===== src/sv/ila_pkg.sv =====
`timescale 1ns / 1ps
// ----------------------------------------------------------------------------
// ila_pkg
// Shared sizes, codes and types of the indexed list block.
// ----------------------------------------------------------------------------
package ila_pkg;

  localparam int DEPTH    = 16;
  localparam int VALUE_W  = 32;
  localparam int IDX_W    = $clog2(DEPTH);
  localparam int LEN_W    = $clog2(DEPTH + 1);

  // fixed field widths of the channels
  localparam int MODE_W   = 3;
  localparam int INDEX_W  = 5;
  localparam int IN_VAL_W = 32;
  localparam int STATUS_W = 3;
  localparam int POS_W    = 4;
  localparam int ELEM_W   = 32;
  localparam int MATCH_W  = 5;
  localparam int OUT_LEN_W = 5;

  typedef enum logic [MODE_W-1:0] {
    MODE_APPEND = 3'd0,
    MODE_INSERT = 3'd1,
    MODE_DELETE = 3'd2,
    MODE_SEARCH = 3'd3,
    MODE_COUNT  = 3'd4,
    MODE_LIST   = 3'd5
  } mode_e;

  typedef enum logic [STATUS_W-1:0] {
    ST_OK        = 3'd0,
    ST_BAD_INDEX = 3'd1,
    ST_EMPTY     = 3'd2,
    ST_NOT_FOUND = 3'd3,
    ST_FULL      = 3'd4
  } status_e;

  typedef enum logic [1:0] {
    SH_NONE,
    SH_UP,
    SH_DOWN
  } shift_e;

  // broadcast to every cell
  typedef struct packed {
    shift_e              shift;
    logic [LEN_W-1:0]    lo;
    logic [LEN_W-1:0]    hi;
    logic                wr_en;
    logic [IDX_W-1:0]    wr_pos;
    logic [VALUE_W-1:0]  wr_data;
    logic [VALUE_W-1:0]  key;
  } cell_cmd_t;

  typedef struct packed {
    status_e              status;
    logic [POS_W-1:0]     position;
    logic [ELEM_W-1:0]    element;
    logic [MATCH_W-1:0]   matches_res;
    logic [OUT_LEN_W-1:0] length;
    logic                 last;
  } result_t;

endpackage


===== src/sv/ila_in_if.sv =====
`timescale 1ns / 1ps
// ----------------------------------------------------------------------------
// ila_in_if
// Request channel: operation code, index and value with valid/ready.
// ----------------------------------------------------------------------------
interface ila_in_if import ila_pkg::*; ();
  logic                valid;
  logic                ready;
  logic [MODE_W-1:0]   mode;
  logic [INDEX_W-1:0]  index;
  logic [IN_VAL_W-1:0] value;

  modport source (output valid, output mode, output index, output value, input ready);
  modport sink   (input valid, input mode, input index, input value, output ready);
endinterface


===== src/sv/ila_out_if.sv =====
`timescale 1ns / 1ps
// ----------------------------------------------------------------------------
// ila_out_if
// Result channel: status, position, element, match count, length, last flag.
// ----------------------------------------------------------------------------
interface ila_out_if import ila_pkg::*; ();
  logic                 valid;
  logic                 ready;
  logic [STATUS_W-1:0]  status;
  logic [POS_W-1:0]     position;
  logic [ELEM_W-1:0]    element;
  logic [MATCH_W-1:0]   matches_res;
  logic [OUT_LEN_W-1:0] length;
  logic                 last;

  modport source (output valid, output status, output position, output element,
                  output matches_res, output length, output last, input ready);
  modport sink   (input valid, input status, input position, input element,
                  input matches_res, input length, input last, output ready);
endinterface


===== src/sv/ila_cell.sv =====
`timescale 1ns / 1ps
// ----------------------------------------------------------------------------
// ila_cell
// One list slot: holds an entry, loads from either neighbor or the write bus,
// and registers its compare against the broadcast key.
// ----------------------------------------------------------------------------
module ila_cell import ila_pkg::*; (
  input  logic               clk_i,
  input  cell_cmd_t          cmd_i,
  input  logic [IDX_W-1:0]   pos_i,
  input  logic [VALUE_W-1:0] left_i,
  input  logic [VALUE_W-1:0] right_i,
  output logic [VALUE_W-1:0] entry_o,
  output logic               match_o
);

  logic [VALUE_W-1:0] entry_q, entry_d;
  logic               match_q;
  logic [LEN_W-1:0]   pos_l;

  assign pos_l = LEN_W'(pos_i);

  always_comb begin
    priority if (cmd_i.wr_en && (pos_i == cmd_i.wr_pos)) begin
      entry_d = cmd_i.wr_data;
    end else if ((cmd_i.shift == SH_UP) && (pos_l > cmd_i.lo) && (pos_l <= cmd_i.hi)) begin
      entry_d = left_i;
    end else if ((cmd_i.shift == SH_DOWN) && (pos_l >= cmd_i.lo) && (pos_l < cmd_i.hi)) begin
      entry_d = right_i;
    end else begin
      entry_d = entry_q;
    end
  end

  always_ff @(posedge clk_i) begin
    entry_q <= entry_d;
    match_q <= (entry_q == cmd_i.key);
  end

  assign entry_o = entry_q;
  assign match_o = match_q;

endmodule


===== src/sv/indexed_list_insert_delete.sv =====
`timescale 1ns / 1ps
// ----------------------------------------------------------------------------
// indexed_list_insert_delete
// Ordered list of up to DEPTH signed values held in a row of cells.
// ----------------------------------------------------------------------------
// Requests come in on in_i (mode, index, value), results leave on out_o,
// both valid/ready. One request is worked on at a time; in_i.ready is high
// only while the block is idle.
// Append, insert, delete and unused modes: the request is latched, then
// every cell shifts or loads at once as the result is registered.
// Search and count: after latching, each cell registers its compare, then
// the match vector is reduced by a priority encoder and a bit count.
// List: the row rotates one slot per cycle toward cell 0 while the output
// is free; cell 0 drives the result, so an n-entry list gives n results
// and ends in its original order. Empty list gives one status result.
// Results sit in one output register; a stalled receiver holds the block in
// its current step and nothing is lost. A new request can be taken in the
// cycle after the last result is registered, even if it is still waiting.
// Reset empties the list (length 0); entry contents are not cleared.
// ----------------------------------------------------------------------------
module indexed_list_insert_delete import ila_pkg::*; (
  input  logic       clk_i,
  input  logic       rst_ni,
  ila_in_if.sink     in_i,
  ila_out_if.source  out_o
);

  typedef enum logic [1:0] {
    S_IDLE,
    S_EXEC,
    S_REDUCE,
    S_LIST
  } state_e;

  state_e              state_q, state_d;
  logic [MODE_W-1:0]   mode_q, mode_d;
  logic [INDEX_W-1:0]  idx_q, idx_d;
  logic [VALUE_W-1:0]  key_q, key_d;
  logic [LEN_W-1:0]    len_q, len_d;
  logic [IDX_W-1:0]    cnt_q, cnt_d;
  result_t             out_q, out_d;
  logic                out_valid_q, out_valid_d;

  cell_cmd_t           cmd;
  logic [VALUE_W-1:0]  entry_w [DEPTH];
  logic [DEPTH-1:0]    match_w;
  logic [DEPTH-1:0]    live_mask;
  logic [DEPTH-1:0]    hit;
  logic                found;
  logic [POS_W-1:0]    first_pos;
  logic [MATCH_W-1:0]  hit_count;
  logic                out_free;
  logic                list_last;

  // ---- row of cells ----
  for (genvar g = 0; g < DEPTH; g++) begin : g_cell
    logic [VALUE_W-1:0] left_w, right_w;
    if (g == 0) begin : g_first
      assign left_w = '0;
    end else begin : g_mid_l
      assign left_w = entry_w[g-1];
    end
    if (g == DEPTH - 1) begin : g_final
      assign right_w = '0;
    end else begin : g_mid_r
      assign right_w = entry_w[g+1];
    end
    ila_cell u_cell (
      .clk_i   (clk_i),
      .cmd_i   (cmd),
      .pos_i   (IDX_W'(g)),
      .left_i  (left_w),
      .right_i (right_w),
      .entry_o (entry_w[g]),
      .match_o (match_w[g])
    );
  end

  // ---- match reduction ----
  always_comb begin
    for (int i = 0; i < DEPTH; i++) begin
      live_mask[i] = (LEN_W'(i) < len_q);
    end
    hit       = match_w & live_mask;
    found     = |hit;
    first_pos = '0;
    for (int i = DEPTH - 1; i >= 0; i--) begin
      if (hit[i]) begin
        first_pos = POS_W'(i);
      end
    end
    hit_count = '0;
    for (int i = 0; i < DEPTH; i++) begin
      hit_count = hit_count + MATCH_W'(hit[i]);
    end
  end

  assign out_free  = !out_valid_q || out_o.ready;
  assign list_last = ((32'(cnt_q) + 32'd1) == 32'(len_q));

  // ---- control ----
  always_comb begin
    state_d     = state_q;
    mode_d      = mode_q;
    idx_d       = idx_q;
    key_d       = key_q;
    len_d       = len_q;
    cnt_d       = cnt_q;
    out_d       = out_q;
    out_valid_d = out_valid_q && !out_o.ready;

    cmd         = '0;
    cmd.shift   = SH_NONE;
    cmd.key     = key_q;

    unique case (state_q)
      S_IDLE: begin
        if (in_i.valid) begin
          mode_d  = in_i.mode;
          idx_d   = in_i.index;
          key_d   = VALUE_W'($signed(in_i.value));
          state_d = S_EXEC;
        end
      end

      S_EXEC: begin
        if (out_free) begin
          out_d   = '{status: ST_OK, position: '0, element: '0, matches_res: '0,
                      length: '0, last: 1'b1};
          state_d = S_IDLE;
          unique case (mode_e'(mode_q))
            MODE_APPEND: begin
              if (32'(len_q) >= DEPTH) begin
                out_d.status = ST_FULL;
              end else begin
                cmd.wr_en   = 1'b1;
                cmd.wr_pos  = IDX_W'(len_q);
                cmd.wr_data = key_q;
                len_d       = LEN_W'(32'(len_q) + 32'd1);
              end
            end
            MODE_INSERT: begin
              if (32'(idx_q) > 32'(len_q)) begin
                out_d.status = ST_BAD_INDEX;
              end else if (32'(len_q) >= DEPTH) begin
                out_d.status = ST_FULL;
              end else begin
                cmd.shift   = SH_UP;
                cmd.lo      = LEN_W'(idx_q);
                cmd.hi      = len_q;
                cmd.wr_en   = 1'b1;
                cmd.wr_pos  = IDX_W'(idx_q);
                cmd.wr_data = key_q;
                len_d       = LEN_W'(32'(len_q) + 32'd1);
              end
            end
            MODE_DELETE: begin
              if (len_q == '0) begin
                out_d.status = ST_EMPTY;
              end else if (32'(idx_q) >= 32'(len_q)) begin
                out_d.status = ST_BAD_INDEX;
              end else begin
                cmd.shift = SH_DOWN;
                cmd.lo    = LEN_W'(idx_q);
                cmd.hi    = LEN_W'(32'(len_q) - 32'd1);
                len_d     = LEN_W'(32'(len_q) - 32'd1);
              end
            end
            MODE_SEARCH, MODE_COUNT: begin
              // cells register their compares this cycle
              out_d   = out_q;
              state_d = S_REDUCE;
            end
            MODE_LIST: begin
              if (len_q == '0) begin
                out_d.status = ST_EMPTY;
              end else begin
                out_d   = out_q;
                cnt_d   = '0;
                state_d = S_LIST;
              end
            end
            default: begin
            end
          endcase
          if (state_d == S_IDLE) begin
            out_d.length = OUT_LEN_W'(len_d);
            out_valid_d  = 1'b1;
          end
        end
      end

      S_REDUCE: begin
        if (out_free) begin
          out_d = '{status: ST_OK, position: '0, element: '0, matches_res: '0,
                    length: OUT_LEN_W'(len_q), last: 1'b1};
          if (mode_e'(mode_q) == MODE_SEARCH) begin
            if (found) begin
              out_d.position = first_pos;
            end else begin
              out_d.status = ST_NOT_FOUND;
            end
          end else begin
            out_d.matches_res = hit_count;
          end
          out_valid_d = 1'b1;
          state_d     = S_IDLE;
        end
      end

      S_LIST: begin
        if (out_free) begin
          out_d = '{status: ST_OK, position: POS_W'(cnt_q),
                    element: ELEM_W'(entry_w[0]), matches_res: '0,
                    length: OUT_LEN_W'(len_q), last: list_last};
          out_valid_d = 1'b1;
          // rotate: cell 0 wraps to the tail, the rest move down
          cmd.shift   = SH_DOWN;
          cmd.lo      = '0;
          cmd.hi      = LEN_W'(32'(len_q) - 32'd1);
          cmd.wr_en   = 1'b1;
          cmd.wr_pos  = IDX_W'(32'(len_q) - 32'd1);
          cmd.wr_data = entry_w[0];
          cnt_d       = IDX_W'(32'(cnt_q) + 32'd1);
          if (list_last) begin
            state_d = S_IDLE;
          end
        end
      end

      default: begin
        state_d = S_IDLE;
      end
    endcase
  end

  always_ff @(posedge clk_i or negedge rst_ni) begin
    if (!rst_ni) begin
      state_q     <= S_IDLE;
      len_q       <= '0;
      cnt_q       <= '0;
      out_valid_q <= 1'b0;
      mode_q      <= '0;
      idx_q       <= '0;
      key_q       <= '0;
      out_q       <= '0;
    end else begin
      state_q     <= state_d;
      len_q       <= len_d;
      cnt_q       <= cnt_d;
      out_valid_q <= out_valid_d;
      mode_q      <= mode_d;
      idx_q       <= idx_d;
      key_q       <= key_d;
      out_q       <= out_d;
    end
  end

  assign in_i.ready        = (state_q == S_IDLE);
  assign out_o.valid       = out_valid_q;
  assign out_o.status      = out_q.status;
  assign out_o.position    = out_q.position;
  assign out_o.element     = out_q.element;
  assign out_o.matches_res = out_q.matches_res;
  assign out_o.length      = out_q.length;
  assign out_o.last        = out_q.last;

  // ---- checks ----
  a_len_bound: assert property (@(posedge clk_i) disable iff (!rst_ni)
    32'(len_q) <= DEPTH)
    else $error("list length above depth");

  a_len_only_exec: assert property (@(posedge clk_i) disable iff (!rst_ni)
    (len_q != $past(len_q)) |-> ($past(state_q) == S_EXEC))
    else $error("length changed outside an update step");

  a_list_ends: assert property (@(posedge clk_i) disable iff (!rst_ni)
    (state_q == S_LIST && out_free && list_last) |=> (state_q == S_IDLE && out_o.last))
    else $error("list run did not end on its last item");

  a_no_accept_busy: assert property (@(posedge clk_i) disable iff (!rst_ni)
    (in_i.valid && in_i.ready) |=> (state_q == S_EXEC))
    else $error("accepted item did not start execution");

endmodule

===== src/flat_wrapper.sv =====
// flat-port wrapper written by rule: the top's interface ports become plain ports
module indexed_list_insert_delete_flat import ila_pkg::*;
  (clk_i, rst_ni, in_i_valid, in_i_mode, in_i_index, in_i_value, in_i_ready, out_o_valid, out_o_status, out_o_position, out_o_element, out_o_matches_res, out_o_length, out_o_last, out_o_ready);
  ila_in_if in_i_i ();
  ila_out_if out_o_i ();
  input  logic clk_i;
  input  logic rst_ni;
  input wire logic [$bits(in_i_i.valid)-1:0] in_i_valid;
  input wire logic [$bits(in_i_i.mode)-1:0] in_i_mode;
  input wire logic [$bits(in_i_i.index)-1:0] in_i_index;
  input wire logic [$bits(in_i_i.value)-1:0] in_i_value;
  output wire logic [$bits(in_i_i.ready)-1:0] in_i_ready;
  output wire logic [$bits(out_o_i.valid)-1:0] out_o_valid;
  output wire logic [$bits(out_o_i.status)-1:0] out_o_status;
  output wire logic [$bits(out_o_i.position)-1:0] out_o_position;
  output wire logic [$bits(out_o_i.element)-1:0] out_o_element;
  output wire logic [$bits(out_o_i.matches_res)-1:0] out_o_matches_res;
  output wire logic [$bits(out_o_i.length)-1:0] out_o_length;
  output wire logic [$bits(out_o_i.last)-1:0] out_o_last;
  input wire logic [$bits(out_o_i.ready)-1:0] out_o_ready;
  assign in_i_i.valid = in_i_valid;
  assign in_i_i.mode = in_i_mode;
  assign in_i_i.index = in_i_index;
  assign in_i_i.value = in_i_value;
  assign in_i_ready = in_i_i.ready;
  assign out_o_valid = out_o_i.valid;
  assign out_o_status = out_o_i.status;
  assign out_o_position = out_o_i.position;
  assign out_o_element = out_o_i.element;
  assign out_o_matches_res = out_o_i.matches_res;
  assign out_o_length = out_o_i.length;
  assign out_o_last = out_o_i.last;
  assign out_o_i.ready = out_o_ready;
  indexed_list_insert_delete u_core (.clk_i(clk_i), .rst_ni(rst_ni), .in_i(in_i_i), .out_o(out_o_i));
endmodule

===== config.mk =====
export PLATFORM = sky130hd
export DESIGN_NAME = indexed_list_insert_delete_flat
export DESIGN_NICKNAME = d
export VERILOG_FILES = /design/src/sv/ila_pkg.sv /design/src/sv/ila_in_if.sv /design/src/sv/ila_out_if.sv /design/src/sv/ila_cell.sv /design/src/sv/indexed_list_insert_delete.sv /design/src/flat_wrapper.sv
export SDC_FILE = /design/constraint.sdc
export NUM_CORES = 2
export LEC_CHECK = 0
export BUFFER_PORTS_ARGS = -buffer_cell sky130_fd_sc_hd__buf_2
export CAP_MARGIN = 20
export CORE_MARGIN = 2
export CORE_UTILIZATION = 55
export CTS_CLUSTER_SIZE = 25
export DETAILED_ROUTE_END_ITERATION = 6
export GPL_ROUTABILITY_DRIVEN = 0
export PLACE_DENSITY = 0.77
export REMOVE_ABC_BUFFERS = 1
export SLEW_MARGIN = 25
export SYNTH_ARGS = -nofsm -noshare
export SYNTH_HDL_FRONTEND = slang
export SYNTH_SLANG_ARGS = --single-unit
export TNS_END_PERCENT = 10

===== constraint.sdc =====
create_clock -name clk_i -period 8.6 [get_ports clk_i]
set_input_delay 1.29 -clock clk_i [delete_from_list [all_inputs] [get_ports clk_i]]
set_output_delay 1.29 -clock clk_i [all_outputs]
set_load 0.01 [all_outputs]

==> metrics.cfg <==
[finish]
syn_to_final_growth_pct=8.57
mostFrequentLayoutCell=sky130_fd_sc_hd__xor2_1
core_utilization_of_the_finished_layout=0.603
finalNetCount=3783
mostFrequentLayoutCells=sky130_fd_sc_hd__xor2_1, sky130_fd_sc_hd__edfxtp_1, sky130_fd_sc_hd__nand2_1
fillers=5728
filler_free_cell_count_of_the_finished_design=4706
antenna_cells_inserted=0
layout-drive-gt1-share=0.108

[job]
maxCapViolCount=0

[global_route]
final_global_route_overflow_total=0
grt_max_degree=98
groute.usage.overall=0.344
initial_antenna_violation_count=4
grt_pass1_vias=30577
grt_first_pass_wirelength_mm=192

[synth]
async_reset_ff_frac=0.162
post_synth_num_cell_types=93
synth.largest_area_cell=sky130_fd_sc_hd__edfxtp_1
yosys_warnings=0
number_of_flip_flops_and_latches_in_the_synthesized_netlist=630
synth_top_cell_area_share=0.396
synth-seq-area-share=0.470
synthFlopType=sky130_fd_sc_hd__edfxtp_1
post_synth_instance_area_mm2=0.0388
mean_post_synth_cell_area_um2=10.3
synth_edf_count=512
netlist_top_cells_area=sky130_fd_sc_hd__edfxtp_1, sky130_fd_sc_hd__xor2_1, sky130_fd_sc_hd__mux2i_1, sky130_fd_sc_hd__dfrtp_1, sky130_fd_sc_hd__nand2_1
synthesis.instances=3772

[clocking]
max-clock-path-buffers=3
post_cts_resized=0
tritoncts_clock_tree=done
cts_root_buffer=sky130_fd_sc_hd__clkbuf_16
cts.sinks=630
clk_latency_ns=0.63
htreeDepth=3
post_cts_setup_buffers=0
cts_made_buffers=70
cts_hold_buf=0
cts.reportedPaths.clkPinSlew_ns=0.06

[detailed_routing]
detail_route.wirelength_mm=129
drt-initial-drc-count=5354
drt-pass1-iter-count=7
routed-via-count=32181
dr_vias_cell=6.84
routed_wire_length_per_instance_um=27.4
antenna_left=0
drcViolationCount=0

[sta]
timing.max_slew.rel_slack=0.253
finalMaxSlewViolations=0
finalWorstSetupSlack_ns=3.06
tightestPinTransition_ns=1.12
period_minus_slack_ns=5.54
timing.final.setup_violations=0
setup_total_negative_slack_ns=0
timing_hold_violations_final=0
finalCritPeriodShare=0.644
fmaxAchievable_mhz=180
unrepaired_setup_endpoints_after_global_routing=no
clock_skew_ns=0.0207

[placed_design]
detailedPlacementHpwl_mm=92.3
port_buffers=95
place_inst=4575
placement.setup.worst_slack_ns=3.13

[power_and_ir_drop]
share_seq_of_total_power=0.353
switching_power_share_of_the_total=0.430
max-vdd-ir-drop_mv=0.207
total_switching_power_uw=5130
p_int_uw=6790
clock_power_share=0.246
combPwrFrac=0.401
leakage_uw=0.0161
pwr_density_cell_mw_per_mm2=283

[setup_path]
timing.critical_path.from_type=flip-flop
arrival_ns=5.63
endpoint=u_core.g_cell[3].u_cell.entry_o[4]
r2r.worst_path.cells=12
sort_of_element_at_the_end_of_the_critical_path=flip-flop
critical_path_class=flip-flop to flip-flop
crit_fanout=33
reg2reg_slack_ns=3.06
rr_startpoint=u_core.len_q[4]
worstSetupStartpoint=u_core.len_q[4]
r2r-end=u_core.g_cell[3].u_cell.entry_o[4]
critical_path_required_ns=8.69

[run_status]
run_status=completed

[die]
die-area_mm2=0.0727
placementRows=97
pin_count=96
fp.coreArea_mm2=0.0699
floorplan.initialDensity=0.555
die-width_um=270
die_height_um=270

[worst_hold_path]
hold_start=u_core.out_o.element[30]
worst_hold_path_type=flip-flop to flip-flop

-- routing by layer --
layer / global-route usage / wire [um] / up-vias
li1: - / - / 13734
met1: 0.431 / 46500 / 15531
met2: 0.532 / 58600 / 2468
met3: 0.0945 / 15300 / 444
met4: 0.206 / 8490 / 4
met5: 0 / 30 / -
-- registers in the layout, summed over array words and instances (netlist names) --
name                          count
u_core.out_o.length               5
u_core.mode_q                     3
u_core.key_q                     32
u_core.g_cell.u_cell.match_o     16
u_core.cnt_q                      4
u_core.out_o.element             32
u_core.out_o.status               3
u_core.out_o.valid                1
u_core.idx_q                      5
u_core.len_q                      5
u_core.g_cell.u_cell.entry_o    512
u_core.state_q                    2
u_core.out_o.position             4
u_core.out_o.last                 1
u_core.out_o.matches_res          5
-- kinds of logic (layout without fill, tap and decap cells) --
family,Yosys count,count (layout),share of synthesized area
buffers and inverters,372,366,0.0415
multiplexers,322,322,0.0841
AND/OR/NAND/NOR,1083,1083,0.134
XOR/XNOR,520,520,0.117
AO/OA/AOI/OAI,816,816,0.142
adder cells (fa/ha/maj),29,29,0.0113
flip-flops,630,630,0.470
-- worst min path at each step --
stage | to | slack, ns | cells past startpoint
after CTS | u_core.out_o.element[30] | 0.48 | 2
after global placement | u_core.out_o.element[30] | 0.46 | 2
after detailed placement | u_core.out_o.element[30] | 0.47 | 2
after floorplan | u_core.out_o.matches_res[2] | 0.51 | 2
after global routing | u_core.out_o.element[30] | 0.51 | 2
final | u_core.out_o.element[30] | 0.48 | 2
-- synth_stat cells (all sizes together) (10+ instances only) --
cell / instances
a21oi: 167
a22o: 67
a22oi: 64
a31oi: 102
and2: 12
and3: 10
buf: 137
clkbuf: 203
dfrtp: 102
dfxtp: 16
edfxtp: 512
fa: 10
ha: 19
inv: 31
mux2: 34
mux2i: 288
nand2: 356
nand3: 154
nand3b: 66
nand4: 35
nor2: 264
nor3: 23
nor4: 134
o211ai: 106
o21ai: 188
o2bb2ai: 33
xor2: 515
-- worst max-delay path, stage by stage (launching register included) --
cell,delay (ns)
sky130_fd_sc_hd__dfrtp_1,0.85
sky130_fd_sc_hd__inv_1,0.32
sky130_fd_sc_hd__ha_1,0.42
sky130_fd_sc_hd__nand3_1,0.16
sky130_fd_sc_hd__o21ai_0,0.54
sky130_fd_sc_hd__inv_1,0.18
sky130_fd_sc_hd__ha_1,0.23
sky130_fd_sc_hd__a32oi_1,0.16
sky130_fd_sc_hd__o21ai_1,0.24
sky130_fd_sc_hd__a21boi_0,0.27
sky130_fd_sc_hd__o31ai_4,0.20
sky130_fd_sc_hd__buf_4,0.51
sky130_fd_sc_hd__nand3_2,0.86
-- per-stage QoR --
stage	hold WS [ns]	instance area, um^2	total power (uW)
3_3_place_gp	0.459	39800	8670
6_report	0.480	42200	11900
3_5_place_dp	0.471	39900	8760
5_1_grt	0.510	42200	12300
4_1_cts	0.485	42100	11700
2_1_floorplan	0.511	37300	6830
-- layout make-up --
cell class              count  area [um^2]  share of cell area
clock buffers             100         1960              0.0466
multi-input cells        2770        19100               0.453
clock inverters            28          216             0.00514
inverters                  32          120             0.00285
well taps                 940         1180              0.0279
repair buffers            206         1310              0.0311
flip-flops and latches    630        18200               0.433
-- power groups by stage --
stage                     logic [uW]  registers [uW]  clock network, uW
after global routing            4950            4250               3060
after global placement          4430            4240                  0
after detailed placement        4510            4250                  0
final                           4780            4210               2940
after CTS                       4560            4200               2940
after floorplan                 2260            4570                  0
Power figures use the tool's default switching activity.
